===== src/hdl/spmp_pkg.sv =====
// Shared constants for the supervisor memory protection checker.
// Field widths, opcodes and encodings; used by the channel interfaces and the top level.
// No dependencies.
package spmp_pkg;

    // Payload field widths
    localparam int OPCODE_W = 2;
    localparam int INDEX_W  = 6;
    localparam int WORD_W   = 64;
    localparam int PADDR_W  = 56;
    localparam int SIZE_W   = 7;
    localparam int KIND_W   = 2;
    localparam int PRIV_W   = 2;
    localparam int FCODE_W  = 2;

    // Opcodes
    localparam logic [OPCODE_W-1:0] OP_CHECK  = 2'd0;
    localparam logic [OPCODE_W-1:0] OP_WR_CFG = 2'd1;
    localparam logic [OPCODE_W-1:0] OP_WR_ADR = 2'd2;
    localparam logic [OPCODE_W-1:0] OP_CLR_A  = 2'd3;

    // Access kinds
    localparam logic [KIND_W-1:0] KIND_READ  = 2'd0;
    localparam logic [KIND_W-1:0] KIND_WRITE = 2'd1;
    localparam logic [KIND_W-1:0] KIND_EXEC  = 2'd2;
    localparam logic [KIND_W-1:0] KIND_RSVD  = 2'd3;

    // Privilege modes
    localparam logic [PRIV_W-1:0] PRIV_U = 2'd0;
    localparam logic [PRIV_W-1:0] PRIV_S = 2'd1;
    localparam logic [PRIV_W-1:0] PRIV_M = 2'd3;

    // Address matching modes (A field)
    localparam logic [1:0] A_OFF   = 2'd0;
    localparam logic [1:0] A_TOR   = 2'd1;
    localparam logic [1:0] A_NA4   = 2'd2;
    localparam logic [1:0] A_NAPOT = 2'd3;

    // Config byte bit positions
    localparam int CFG_R_BIT  = 0;
    localparam int CFG_W_BIT  = 1;
    localparam int CFG_X_BIT  = 2;
    localparam int CFG_A_LO   = 3;
    localparam int CFG_A_HI   = 4;
    localparam int CFG_S_BIT  = 7;
    localparam int CFG_W_BITS = 8;

    // Fault codes
    localparam logic [FCODE_W-1:0] FC_NONE  = 2'd0;
    localparam logic [FCODE_W-1:0] FC_LOAD  = 2'd1;
    localparam logic [FCODE_W-1:0] FC_STORE = 2'd2;
    localparam logic [FCODE_W-1:0] FC_INSTR = 2'd3;

endpackage


===== src/hdl/spmp_ifs.sv =====
// Valid/ready channel interfaces for the checker: request in, response out.
// Depends on spmp_pkg for field widths.

interface spmp_req_if;
    logic                              valid;
    logic                              ready;
    logic [spmp_pkg::OPCODE_W-1:0]     opcode;
    logic [spmp_pkg::INDEX_W-1:0]      entry_index;
    logic [spmp_pkg::WORD_W-1:0]       write_value;
    logic [spmp_pkg::PADDR_W-1:0]      phys_addr;
    logic [spmp_pkg::SIZE_W-1:0]       access_size;
    logic [spmp_pkg::KIND_W-1:0]       access_kind;
    logic [spmp_pkg::PRIV_W-1:0]       priv_mode;
    logic                              sum_bit;
    logic [spmp_pkg::WORD_W-1:0]       request_vaddr;
    logic                              has_request_vaddr;
    logic [spmp_pkg::WORD_W-1:0]       fallback_vaddr;

    modport source (
        output valid, opcode, entry_index, write_value, phys_addr, access_size,
               access_kind, priv_mode, sum_bit, request_vaddr, has_request_vaddr,
               fallback_vaddr,
        input  ready
    );
    modport sink (
        input  valid, opcode, entry_index, write_value, phys_addr, access_size,
               access_kind, priv_mode, sum_bit, request_vaddr, has_request_vaddr,
               fallback_vaddr,
        output ready
    );
endinterface

interface spmp_rsp_if;
    logic                              valid;
    logic                              ready;
    logic                              ok;
    logic [spmp_pkg::FCODE_W-1:0]      fault_code;
    logic [spmp_pkg::WORD_W-1:0]       fault_addr;

    modport source (output valid, ok, fault_code, fault_addr, input ready);
    modport sink   (input valid, ok, fault_code, fault_addr, output ready);
endinterface


===== src/hdl/supervisor_pmp_checker_top.sv =====
// Supervisor memory protection checker: entry tables, entry walk sequencer, response register.
// Depends on spmp_pkg, spmp_ifs (spmp_req_if, spmp_rsp_if) and spmp_ram.
//
//  channel  dir  transfer when         payload
//  i_req    in   valid & ready         opcode, entry_index, write_value, access fields
//  o_rsp    out  valid & ready         ok, fault_code, fault_addr
//
// Writes and the clear command go from accept through S_FIN to the response register.
// A check in machine mode or with no enabled entry goes straight to S_FIN; otherwise
// it walks the entries one per cycle through the entry RAM read port,
// ending early at the first matching entry.
// Reset clears all entries at once (per-entry valid bits); no clearing pass.
// A held response does not stop the next request from being taken.
module supervisor_pmp_checker_top #(
    parameter int ENTRIES = 16
) (
    input  logic          i_clk,
    input  logic          i_rst_n,
    spmp_req_if.sink      i_req,
    spmp_rsp_if.source    o_rsp
);
    localparam int IW = (ENTRIES > 1) ? $clog2(ENTRIES) : 1;
    localparam int CW = $clog2(ENTRIES + 1);
    localparam int WW = spmp_pkg::WORD_W;
    localparam int CB = spmp_pkg::CFG_W_BITS;

    typedef enum logic [1:0] {S_IDLE, S_WALK, S_FIN} t_state;

    t_state                        r_state;
    logic                          r_out_vld;
    logic                          r_out_ok;
    logic [spmp_pkg::FCODE_W-1:0]  r_out_code;
    logic [WW-1:0]                 r_out_addr;

    logic [ENTRIES-1:0]            r_cfg_vld;
    logic [ENTRIES-1:0]            r_adr_vld;
    logic [ENTRIES-1:0]            r_en;

    logic [spmp_pkg::PADDR_W-1:0]  r_first;
    logic [spmp_pkg::PADDR_W:0]    r_last;
    logic [spmp_pkg::KIND_W-1:0]   r_kind;
    logic [spmp_pkg::PRIV_W-1:0]   r_priv;
    logic                          r_sum;
    logic [WW-1:0]                 r_fault_addr;
    logic                          r_is_chk;
    logic                          r_allow;

    logic [CW-1:0]                 r_ridx;
    logic [IW-1:0]                 r_eidx;
    logic                          r_evv;
    logic [WW-1:0]                 r_prev_top;

    logic                          accept;
    logic                          idx_ok;
    logic [IW-1:0]                 widx;
    logic                          cfg_we;
    logic                          adr_we;
    logic                          rd_en;
    logic [IW-1:0]                 rd_addr;
    logic [CB-1:0]                 cfg_rdata;
    logic [WW-1:0]                 adr_rdata;
    logic [spmp_pkg::KIND_W-1:0]   in_kind;
    logic [spmp_pkg::PADDR_W:0]    in_last;

    logic [CB-1:0]                 e_cfg;
    logic [1:0]                    e_amode;
    logic [WW-1:0]                 e_word;
    logic [WW-1:0]                 e_top;
    logic [WW-1:0]                 e_ones;
    logic [WW-1:0]                 e_keep;
    logic [WW-1:0]                 x_first;
    logic [WW-1:0]                 x_last;
    logic                          e_hit;
    logic                          out_free;
    logic [spmp_pkg::FCODE_W-1:0]  kind_code;

    // Permission decision for the matching entry
    function automatic logic decide(
        input logic [CB-1:0]                cfg,
        input logic [spmp_pkg::KIND_W-1:0]  kind,
        input logic [spmp_pkg::PRIV_W-1:0]  priv,
        input logic                         sum
    );
        logic [3:0] srwx;
        logic       rd;
        logic       wr;
        logic       ex;
        logic       rwx;
        logic       s_bit;
        logic       res;
        srwx  = {cfg[spmp_pkg::CFG_S_BIT], cfg[spmp_pkg::CFG_R_BIT],
                 cfg[spmp_pkg::CFG_W_BIT], cfg[spmp_pkg::CFG_X_BIT]};
        s_bit = cfg[spmp_pkg::CFG_S_BIT];
        rd    = (kind == spmp_pkg::KIND_READ);
        wr    = (kind == spmp_pkg::KIND_WRITE);
        ex    = !rd && !wr;
        rwx   = rd ? cfg[spmp_pkg::CFG_R_BIT] :
                wr ? cfg[spmp_pkg::CFG_W_BIT] : cfg[spmp_pkg::CFG_X_BIT];
        // shared-region encodings first
        if ((rd || wr) && srwx == 4'h3) begin
            res = 1'b1;
        end else if (priv == spmp_pkg::PRIV_S && (ex || rd) && srwx == 4'hB) begin
            res = 1'b1;
        end else if (priv == spmp_pkg::PRIV_U && ex && srwx == 4'hB) begin
            res = 1'b1;
        end else if (priv == spmp_pkg::PRIV_U && rd && srwx == 4'h2) begin
            res = 1'b1;
        end else if (ex && srwx == 4'hA) begin
            res = 1'b1;
        end else if (priv == spmp_pkg::PRIV_S) begin
            if (s_bit) begin
                res = rwx;
            end else begin
                res = sum && !ex && rwx;
            end
        end else if (priv == spmp_pkg::PRIV_U) begin
            res = !s_bit && rwx;
        end else begin
            res = 1'b0;
        end
        return res;
    endfunction

    // Request side
    assign accept      = i_req.valid && i_req.ready;
    assign i_req.ready = (r_state == S_IDLE);
    assign idx_ok      = ({1'b0, i_req.entry_index} < 7'(ENTRIES));
    assign widx        = i_req.entry_index[IW-1:0];
    assign cfg_we      = accept && (i_req.opcode == spmp_pkg::OP_WR_CFG) && idx_ok;
    assign adr_we      = accept && (i_req.opcode == spmp_pkg::OP_WR_ADR) && idx_ok;
    assign in_kind     = (i_req.access_kind == spmp_pkg::KIND_RSVD) ? spmp_pkg::KIND_EXEC
                                                                    : i_req.access_kind;
    // last byte; a zero size counts as one byte
    assign in_last     = {1'b0, i_req.phys_addr}
                       + ((i_req.access_size == '0) ? '0
                          : (spmp_pkg::PADDR_W + 1)'(i_req.access_size - 7'd1));

    // Entry tables
    assign rd_en   = (r_state == S_WALK) && (r_ridx < CW'(ENTRIES));
    assign rd_addr = r_ridx[IW-1:0];

    spmp_ram #(.WIDTH(CB), .DEPTH(ENTRIES)) u_cfg_ram (
        .i_clk   (i_clk),
        .i_we    (cfg_we),
        .i_waddr (widx),
        .i_wdata (i_req.write_value[CB-1:0]),
        .i_re    (rd_en),
        .i_raddr (rd_addr),
        .o_rdata (cfg_rdata)
    );

    spmp_ram #(.WIDTH(WW), .DEPTH(ENTRIES)) u_adr_ram (
        .i_clk   (i_clk),
        .i_we    (adr_we),
        .i_waddr (widx),
        .i_wdata (i_req.write_value),
        .i_re    (rd_en),
        .i_raddr (rd_addr),
        .o_rdata (adr_rdata)
    );

    // Region match for the entry under evaluation
    assign e_cfg   = r_cfg_vld[r_eidx] ? cfg_rdata : '0;
    assign e_amode = r_en[r_eidx] ? e_cfg[spmp_pkg::CFG_A_HI:spmp_pkg::CFG_A_LO]
                                  : spmp_pkg::A_OFF;
    assign e_word  = r_adr_vld[r_eidx] ? adr_rdata : '0;
    assign e_top   = {e_word[WW-3:0], 2'b00};
    // trailing ones plus the first zero bit
    assign e_ones  = e_word ^ (e_word + WW'(1));
    assign e_keep  = ~{e_ones[WW-3:0], 2'b11};
    assign x_first = WW'(r_first);
    assign x_last  = WW'(r_last);

    always_comb begin
        case (e_amode)
            spmp_pkg::A_TOR:   e_hit = (x_first >= r_prev_top) && (x_last < e_top);
            spmp_pkg::A_NA4:   e_hit = ({x_first[WW-1:2], 2'b00} == e_top)
                                    && ({x_last[WW-1:2], 2'b00} == e_top);
            spmp_pkg::A_NAPOT: e_hit = (((x_first ^ e_top) & e_keep) == '0)
                                    && (((x_last ^ e_top) & e_keep) == '0);
            default:           e_hit = 1'b0;
        endcase
    end

    // Fault code for the stored access kind
    always_comb begin
        case (r_kind)
            spmp_pkg::KIND_READ:  kind_code = spmp_pkg::FC_LOAD;
            spmp_pkg::KIND_WRITE: kind_code = spmp_pkg::FC_STORE;
            default:              kind_code = spmp_pkg::FC_INSTR;
        endcase
    end

    assign out_free = !r_out_vld || o_rsp.ready;

    // Sequencer, entry valid bits and response register
    always_ff @(posedge i_clk) begin
        if (!i_rst_n) begin
            r_state   <= S_IDLE;
            r_out_vld <= 1'b0;
            r_cfg_vld <= '0;
            r_adr_vld <= '0;
            r_en      <= '0;
            r_evv     <= 1'b0;
        end else begin
            // response valid: set when a result is loaded, cleared on its transfer
            if (r_state == S_FIN && out_free) begin
                r_out_vld <= 1'b1;
            end else if (o_rsp.ready) begin
                r_out_vld <= 1'b0;
            end
            case (r_state)
                S_IDLE: begin
                    if (accept) begin
                        case (i_req.opcode)
                            spmp_pkg::OP_CHECK: begin
                                r_is_chk     <= 1'b1;
                                r_first      <= i_req.phys_addr;
                                r_last       <= in_last;
                                r_kind       <= in_kind;
                                r_priv       <= i_req.priv_mode;
                                r_sum        <= i_req.sum_bit;
                                r_fault_addr <= i_req.has_request_vaddr ? i_req.request_vaddr
                                                                        : i_req.fallback_vaddr;
                                if (i_req.priv_mode == spmp_pkg::PRIV_M || r_en == '0) begin
                                    r_allow <= 1'b1;
                                    r_state <= S_FIN;
                                end else begin
                                    r_state    <= S_WALK;
                                    r_ridx     <= '0;
                                    r_evv      <= 1'b0;
                                    r_prev_top <= '0;
                                end
                            end
                            spmp_pkg::OP_WR_CFG: begin
                                r_is_chk <= 1'b0;
                                r_state  <= S_FIN;
                                r_allow  <= idx_ok;
                                if (idx_ok) begin
                                    r_cfg_vld[widx] <= 1'b1;
                                    r_en[widx] <= (i_req.write_value[spmp_pkg::CFG_A_HI:
                                                   spmp_pkg::CFG_A_LO] != spmp_pkg::A_OFF);
                                end
                            end
                            spmp_pkg::OP_WR_ADR: begin
                                r_is_chk <= 1'b0;
                                r_state  <= S_FIN;
                                r_allow  <= idx_ok;
                                if (idx_ok) begin
                                    r_adr_vld[widx] <= 1'b1;
                                end
                            end
                            default: begin
                                // clear every A field
                                r_is_chk <= 1'b0;
                                r_state  <= S_FIN;
                                r_allow  <= 1'b1;
                                r_en     <= '0;
                            end
                        endcase
                    end
                end
                S_WALK: begin
                    // issue the next entry read
                    if (rd_en) begin
                        r_ridx <= r_ridx + CW'(1);
                        r_eidx <= r_ridx[IW-1:0];
                    end
                    // evaluate the entry read last cycle
                    if (r_evv) begin
                        r_prev_top <= e_top;
                    end
                    if (r_evv && e_hit) begin
                        r_allow <= decide(e_cfg, r_kind, r_priv, r_sum);
                        r_state <= S_FIN;
                        r_evv   <= 1'b0;
                    end else if (r_evv && r_eidx == IW'(ENTRIES - 1)) begin
                        r_allow <= 1'b0;
                        r_state <= S_FIN;
                        r_evv   <= 1'b0;
                    end else begin
                        r_evv <= rd_en;
                    end
                end
                S_FIN: begin
                    if (out_free) begin
                        r_out_ok   <= r_allow;
                        r_out_code <= (r_is_chk && !r_allow) ? kind_code : spmp_pkg::FC_NONE;
                        r_out_addr <= (r_is_chk && !r_allow) ? r_fault_addr : '0;
                        r_state    <= S_IDLE;
                    end
                end
                default: begin
                    r_state <= S_IDLE;
                end
            endcase
        end
    end

    // Response side
    assign o_rsp.valid      = r_out_vld;
    assign o_rsp.ok         = r_out_ok;
    assign o_rsp.fault_code = r_out_code;
    assign o_rsp.fault_addr = r_out_addr;
endmodule


===== src/hdl/spmp_ram.sv =====
// Generic single-write, single-read RAM with registered read data.
// No dependencies.
module spmp_ram #(
    parameter int WIDTH = 8,
    parameter int DEPTH = 16
) (
    input  logic                                  i_clk,
    input  logic                                  i_we,
    input  logic [((DEPTH > 1) ? $clog2(DEPTH) : 1)-1:0] i_waddr,
    input  logic [WIDTH-1:0]                      i_wdata,
    input  logic                                  i_re,
    input  logic [((DEPTH > 1) ? $clog2(DEPTH) : 1)-1:0] i_raddr,
    output logic [WIDTH-1:0]                      o_rdata
);
    logic [WIDTH-1:0] r_mem [DEPTH];
    logic [WIDTH-1:0] r_rdata;

    // Write port
    always_ff @(posedge i_clk) begin
        if (i_we) begin
            r_mem[i_waddr] <= i_wdata;
        end
    end

    // Registered read port
    always_ff @(posedge i_clk) begin
        if (i_re) begin
            r_rdata <= r_mem[i_raddr];
        end
    end

    assign o_rdata = r_rdata;
endmodule

===== src/flat_wrapper.sv =====
// flat-port wrapper written by rule: the top's interface ports become plain ports
module supervisor_pmp_checker_top_flat 
#(
    parameter int ENTRIES = 16
)
  (i_clk, i_rst_n, i_req_valid, i_req_opcode, i_req_entry_index, i_req_write_value, i_req_phys_addr, i_req_access_size, i_req_access_kind, i_req_priv_mode, i_req_sum_bit, i_req_request_vaddr, i_req_has_request_vaddr, i_req_fallback_vaddr, i_req_ready, o_rsp_valid, o_rsp_ok, o_rsp_fault_code, o_rsp_fault_addr, o_rsp_ready);
  spmp_req_if i_req_i ();
  spmp_rsp_if o_rsp_i ();
  input  logic i_clk;
  input  logic i_rst_n;
  input wire logic [$bits(i_req_i.valid)-1:0] i_req_valid;
  input wire logic [$bits(i_req_i.opcode)-1:0] i_req_opcode;
  input wire logic [$bits(i_req_i.entry_index)-1:0] i_req_entry_index;
  input wire logic [$bits(i_req_i.write_value)-1:0] i_req_write_value;
  input wire logic [$bits(i_req_i.phys_addr)-1:0] i_req_phys_addr;
  input wire logic [$bits(i_req_i.access_size)-1:0] i_req_access_size;
  input wire logic [$bits(i_req_i.access_kind)-1:0] i_req_access_kind;
  input wire logic [$bits(i_req_i.priv_mode)-1:0] i_req_priv_mode;
  input wire logic [$bits(i_req_i.sum_bit)-1:0] i_req_sum_bit;
  input wire logic [$bits(i_req_i.request_vaddr)-1:0] i_req_request_vaddr;
  input wire logic [$bits(i_req_i.has_request_vaddr)-1:0] i_req_has_request_vaddr;
  input wire logic [$bits(i_req_i.fallback_vaddr)-1:0] i_req_fallback_vaddr;
  output wire logic [$bits(i_req_i.ready)-1:0] i_req_ready;
  output wire logic [$bits(o_rsp_i.valid)-1:0] o_rsp_valid;
  output wire logic [$bits(o_rsp_i.ok)-1:0] o_rsp_ok;
  output wire logic [$bits(o_rsp_i.fault_code)-1:0] o_rsp_fault_code;
  output wire logic [$bits(o_rsp_i.fault_addr)-1:0] o_rsp_fault_addr;
  input wire logic [$bits(o_rsp_i.ready)-1:0] o_rsp_ready;
  assign i_req_i.valid = i_req_valid;
  assign i_req_i.opcode = i_req_opcode;
  assign i_req_i.entry_index = i_req_entry_index;
  assign i_req_i.write_value = i_req_write_value;
  assign i_req_i.phys_addr = i_req_phys_addr;
  assign i_req_i.access_size = i_req_access_size;
  assign i_req_i.access_kind = i_req_access_kind;
  assign i_req_i.priv_mode = i_req_priv_mode;
  assign i_req_i.sum_bit = i_req_sum_bit;
  assign i_req_i.request_vaddr = i_req_request_vaddr;
  assign i_req_i.has_request_vaddr = i_req_has_request_vaddr;
  assign i_req_i.fallback_vaddr = i_req_fallback_vaddr;
  assign i_req_ready = i_req_i.ready;
  assign o_rsp_valid = o_rsp_i.valid;
  assign o_rsp_ok = o_rsp_i.ok;
  assign o_rsp_fault_code = o_rsp_i.fault_code;
  assign o_rsp_fault_addr = o_rsp_i.fault_addr;
  assign o_rsp_i.ready = o_rsp_ready;
  supervisor_pmp_checker_top #(.ENTRIES(ENTRIES)) u_core (.i_clk(i_clk), .i_rst_n(i_rst_n), .i_req(i_req_i), .o_rsp(o_rsp_i));
endmodule

===== config.mk =====
export PLATFORM = sky130hd
export DESIGN_NAME = supervisor_pmp_checker_top_flat
export DESIGN_NICKNAME = d
export VERILOG_FILES = /design/src/hdl/spmp_pkg.sv /design/src/hdl/spmp_ifs.sv /design/src/hdl/supervisor_pmp_checker_top.sv /design/src/hdl/spmp_ram.sv /design/src/flat_wrapper.sv
export SDC_FILE = /design/constraint.sdc
export NUM_CORES = 2
export LEC_CHECK = 0
export ABC_AREA = 0
export BUFFER_PORTS_ARGS = -buffer_cell sky130_fd_sc_hd__buf_4
export CORE_MARGIN = 4
export CORE_UTILIZATION = 50
export DETAILED_ROUTE_END_ITERATION = 8
export PLACE_DENSITY = 0.71
export SLEW_MARGIN = 20
export SYNTH_ARGS = -nofsm -noshare
export SYNTH_HDL_FRONTEND = slang
export SYNTH_SLANG_ARGS = --single-unit

===== constraint.sdc =====
create_clock -name i_clk -period 7.45 [get_ports i_clk]
set_input_delay 0.745 -clock i_clk [delete_from_list [all_inputs] [get_ports i_clk]]
set_output_delay 0.745 -clock i_clk [all_outputs]
set_load 0.005 [all_outputs]

==> results by stage <==
Run:
- The max-cap violation count is 0.

Timing:
- The share of the clock period used by the worst path is approximately four fifths.
- Derived from the worst setup path, the maximum achievable clock frequency is around 160 MHz.
- The setup TNS is 0 ns.
- Setup slack closes at 1.38 ns.
- Setup repair after global routing left no endpoint under its margin.
- The total of endpoints with negative setup slack in the final report is 0.
- The slew at the pin closest to its max-slew limit is 1.09 ns.
- The final critical delay including setup and external delays is 6.07 ns.
- The clock skew is 0.0431 ns.
- The worst-case headroom to the max-slew limit is 27.0%.
- The final-report hold violation count is 0.
- The number of pins with negative max-slew slack in the final report came to 0.

GRT:
- For met2 alone, demand over resource in global routing was 40.2%.
- Global routing consumed, on the met3 layer, 5.00% of the routing resources.
- Global routing used 24.9% of the available tracks.
- The number of antenna violations at the first check in global routing is 18.
- The peak-usage layer in the global routing report is met2.
- The global-route track usage on met1 is 34.2%.
- The maximum number of pins on one net before global-route repair is 146.
- After global routing the overflow that remains totals 0.
- The via count of the first global-routing pass is 36700.
- The wire length of the first global-routing pass is 248 mm.

Clock tree:
- The count of H-tree levels built during CTS is 4.
- After clock tree synthesis, the repair step resized 0 gates.
- CTS placed an instance of clkbuf_16 at the clock tree root.
- Buffers inserted during clock tree synthesis total 154.
- The clock passes through at most 3 buffers.
- TritonCTS built the clock tree.
- Clock latency on the worst-skew pair, taken at its later pin, is 0.77 ns.
- The clock net sink count is 1528.
- The post-cts hold buffer count is 0.
- The clock transition at the register clock pins on the worst setup and hold paths after CTS is approximately 0.060 ns.
- In this run the post-CTS setup repair buffer count came out at 0.

Pwr:
- VDD sags by at most 203 uV.
- In this run switching power makes up 20.3% of total power.
- The internal power of the cells totals 13.9 mW.
- The sequential share of power is 54.4%.
- Power spread over the standard cell area amounts to 232 mW/mm2.
- Summed over all nets, the switching power comes to around 3.5 mW.
- The static leakage is 25.4 nW.
- The power share of the clock group is 42.7%.
- The combinational cell fraction of total power is a little under 3%.

Worst setup path:
- Counting cells, the worst reg-to-reg path comes to 19.
- On the critical path, the stage with the largest delay is an instance of edfxtp_1.
- The required time reported for the critical path endpoint is 7.93 ns.
- The critical path class is register to register.
- The most prevalent standard cell on the critical path is buf_4.
- The startpoint identified for the worst register-to-register timing path is u_core.r_eidx[1]$_DFFE_PP_.
- The worst reg2reg path endpoint is u_core.r_allow$_DFFE_PP_.
- The kind of end point of the critical path is a register.
- In this design, the largest share of critical-path delay is due to compound AO/OA/AOI/OAI gates.
- Of all nets on the critical path, the largest fanout is 19.
- Traced cell by cell, the critical path runs through mux4_2, nor2_1, o21ai_4, buf_4, buf_4, nand3_1, ha_1, a21o_1, a21o_1, a21oi_1, o21ai_0, a211oi_1, o21ai_0, a211oi_1, nand3_1, a221oi_1, buf_4, o311ai_1, o21ai_1.
- The worst setup path is launched from a register.
- The number of buffers and inverters on the critical path is 3.
- The arrival time of the worst setup path is 6.55 ns.
- Setup slack on the worst reg-to-reg path comes out at between 1 and 1.5 ns.
- The highest cell delay on the worst timing path is 0.78 ns.

Yosys:
- The area share of fa/ha/maj cells after synthesis is 3.26%.
- The largest area contributor in the netlist is edfxtp_1.
- The area share of the largest cell type after synthesis is 67.6%.
- Ranked by total cell area, the synthesized netlist is headed by edfxtp_1 (68%), mux4_2 (12%), ha_1 (3.3%), dfxtp_1 (1.6%), mux2_2 (1.2%).
- The synthesized-area fraction occupied by and/or/nand/nor cells is 6.34%.
- Yosys mapped a number of flops with a built-in enable equal to 1476.
- The multiplexer fraction of the synthesized cell area is 13.5%.
- The number of different library cells used by synthesis comes to 90.
- The average cell area after synthesis is 17.6 um2.
- Of all flip-flops after synthesis, the portion carrying an async set or reset was 0%.
- The flip-flop and latch count after synthesis is 1528.
- The sequential element share of the synthesized area is 69.2%.
- The netlist area before placement is 0.0656 mm2.
- The net count after synthesis is 4179.
- The share of the synthesized area in compound gates (AO/OA/AOI/OAI) is 4.54%.
- By area, the combinational part of the netlist is dominated by multiplexers.
- The Yosys step of the flow raised 0 warnings.
- The post-synthesis xor/xnor area fraction is under 10%.
- The number of instances in the synthesized netlist is 3735.
- The dominant synthesized flop cell is edfxtp_1.

Routing:
- The detailed router placed 36900 vias in this run.
- For this block, the initial DRC count from the detailed router was 3933.
- In this run the remaining antenna-violating nets after routing total 0.
- Dividing the detail-routed via count by the number of cells gives 6.15.
- The first-pass detailed-route iteration total is 6.
- The routed wire length per instance is 28.6 um.
- The wire length after detailed routing is 171 mm.
- For this run, design rule violations remaining after detail routing come to 0.

Floorplanning:
- The floorplan has between 100 and 150 rows.
- The core region is around 0.13 mm2.
- The floorplan step defined a die boundary enclosing 0.137 mm2.
- The number of top-level design ports is roughly 340.
- Once the floorplan was initialized, standard cells occupied 50.5% of the core.
- The vertical die dimension is roughly 370 um.
- In this run the horizontal extent of the chip is 370 um.

Finish:
- The net count of the finished layout is 4563.
- Relative to the synthesized area, the layout overhead comes to 14.7%.
- The library cells used most frequently in the layout, excluding fill and tap cells, are edfxtp_1 (1476), buf_4 (399), mux4_2 (353).
- The leading cell type in the layout, fill and taps excluded is edfxtp_1.
- In the final layout, the share of cells above drive strength 1 is 25.8%.

Placed design:
- Once detailed placement completed, the half-perimeter wirelength came to between 100 and 150 mm.
- At the end of routability-driven placement, the weighted congestion stood at 0.970.
- The worst setup timing slack at the placement stage is 1.18 ns.
- The count of input and output buffers is 339.

Status:
- The run finished with clean final reports.

Min path:
- In this run the most critical hold path is launched from i_req_sum_bit.
- Counting instances, the worst hold path has a depth of 1.
- The end point of the worst hold path is u_core.r_sum$_DFFE_PP_.
- The classification of the worst-slack hold path is input port to register.
==> how the worst max path moves through the flow <==
stage | from | to | slack, ns | depth (start not counted)
floorplan | i_rst_n | u_core.o_rsp.fault_addr[0]$_SDFFCE_PN0P_ | 0.84 | 3
global placement | i_req_access_size[5] | u_core.r_last[56]$_DFFE_PP_ | 1.23 | 16
detailed placement | i_req_access_size[5] | u_core.r_last[56]$_DFFE_PP_ | 1.18 | 16
CTS | u_core.r_eidx[1]$_DFFE_PP_ | u_core.r_allow$_DFFE_PP_ | 1.44 | 19
global route | u_core.r_eidx[1]$_DFFE_PP_ | u_core.r_allow$_DFFE_PP_ | 1.12 | 19
finish | u_core.r_eidx[1]$_DFFE_PP_ | u_core.r_allow$_DFFE_PP_ | 1.38 | 19
==> worst reg2reg max path: stages, from the launching register on <==
cell,delay (ns)
edfxtp_1,0.78
mux4_2,0.35
nor2_1,0.08
o21ai_4,0.60
buf_4,0.40
buf_4,0.28
nand3_1,0.14
ha_1,0.36
a21o_1,0.18
a21o_1,0.17
a21oi_1,0.17
o21ai_0,0.20
a211oi_1,0.29
o21ai_0,0.11
a211oi_1,0.25
nand3_1,0.11
a221oi_1,0.75
buf_4,0.25
o311ai_1,0.13
o21ai_1,0.19
==> power groups by stage <==
| stage | Sequential, mW | Combinational (mW) | Clock (mW) |
|---|---|---|---|
| after CTS | 9.48 | 0.507 | 7.60 |
| after detailed placement | 9.66 | 0.503 | 0 |
| after global placement | 9.66 | 0.492 | 0 |
| after global routing | 9.47 | 0.551 | 7.98 |
| after floorplan | 9.66 | 0.214 | 0 |
| final | 9.48 | 0.505 | 7.45 |
==> cell families (layout without fill, tap and decap cells) <==
family / Yosys count / after routing
xor+xnor: 104 / 104
mux: 438 / 438
simple gates: 778 / 778
other cells: 0 / 9
buf+inv: 284 / 794
fa+ha+maj: 171 / 171
flops: 1528 / 1528
compound gates: 432 / 432
==> synthesized netlist by cell type, types with 52 or more instances <==
library cell	instances
a21o_1	56
a21oi_1	83
and2_1	73
and3_1	55
clkbuf_1	113
dfxtp_1	52
edfxtp_1	1476
ha_1	171
inv_1	107
mux2_2	67
mux4_2	353
nand2_1	112
nand3_1	79
nor2_1	178
nor3_1	73
xnor2_1	57
==> through the flow <==
stage | utilization [%] | hold WS [ns] | cells | power, mW | instance area (um2)
finish | 58.0 | 0.157 | 5996 | 17.4 | 75200
global route | 57.9 | 0.114 | 5990 | 18.0 | 75200
CTS | 57.9 | 0.109 | 5987 | 17.6 | 75200
detailed placement | 54.2 | 0.452 | 5705 | 10.2 | 70300
global placement | 54.2 | 0.442 | 5705 | 10.1 | 70300
floorplan | - | 0.424 | 3735 | 9.87 | 65600
==> metal layers <==
metal  routed length [um]  vias up
met2                83200     1592
met4                 5500       10
li1                     -    15900
met1                69300    19000
met5                   63        -
met3                13200      307
==> registers in the layout (all words and copies together), names as in the netlist, 4 cells and up <==
| register | flops |
|---|---|
| u_core.r_ridx | 5 |
| u_core.r_last | 55 |
| u_core.r_cfg_vld | 16 |
| u_core.u_adr_ram.r_mem | 992 |
| u_core.r_eidx | 4 |
| u_core.u_cfg_ram.r_mem | 96 |
| u_core.o_rsp.fault_addr | 64 |
| u_core.r_fault_addr | 64 |
| u_core.r_prev_top | 62 |
| u_core.r_adr_vld | 16 |
| u_core.r_en | 16 |
| u_core.u_cfg_ram.o_rdata | 6 |
| u_core.r_first | 56 |
| u_core.u_adr_ram.o_rdata | 62 |
==> layout make-up <==
| type | count | area, um2 |
|---|---|---|
| multi-input cells | 1923 | 19300 |
| repair buffers | 405 | 3120 |
| diodes | 9 | 22.5 |
| inverters | 107 | 402 |
| clock buffers | 200 | 4110 |
| flip-flops and latches | 1528 | 45400 |
| clock inverters | 82 | 796 |
| well taps | 1742 | 2180 |
| fillers | 9681 | 54600 |
Note: power is estimated with default switching activity, not from simulation.
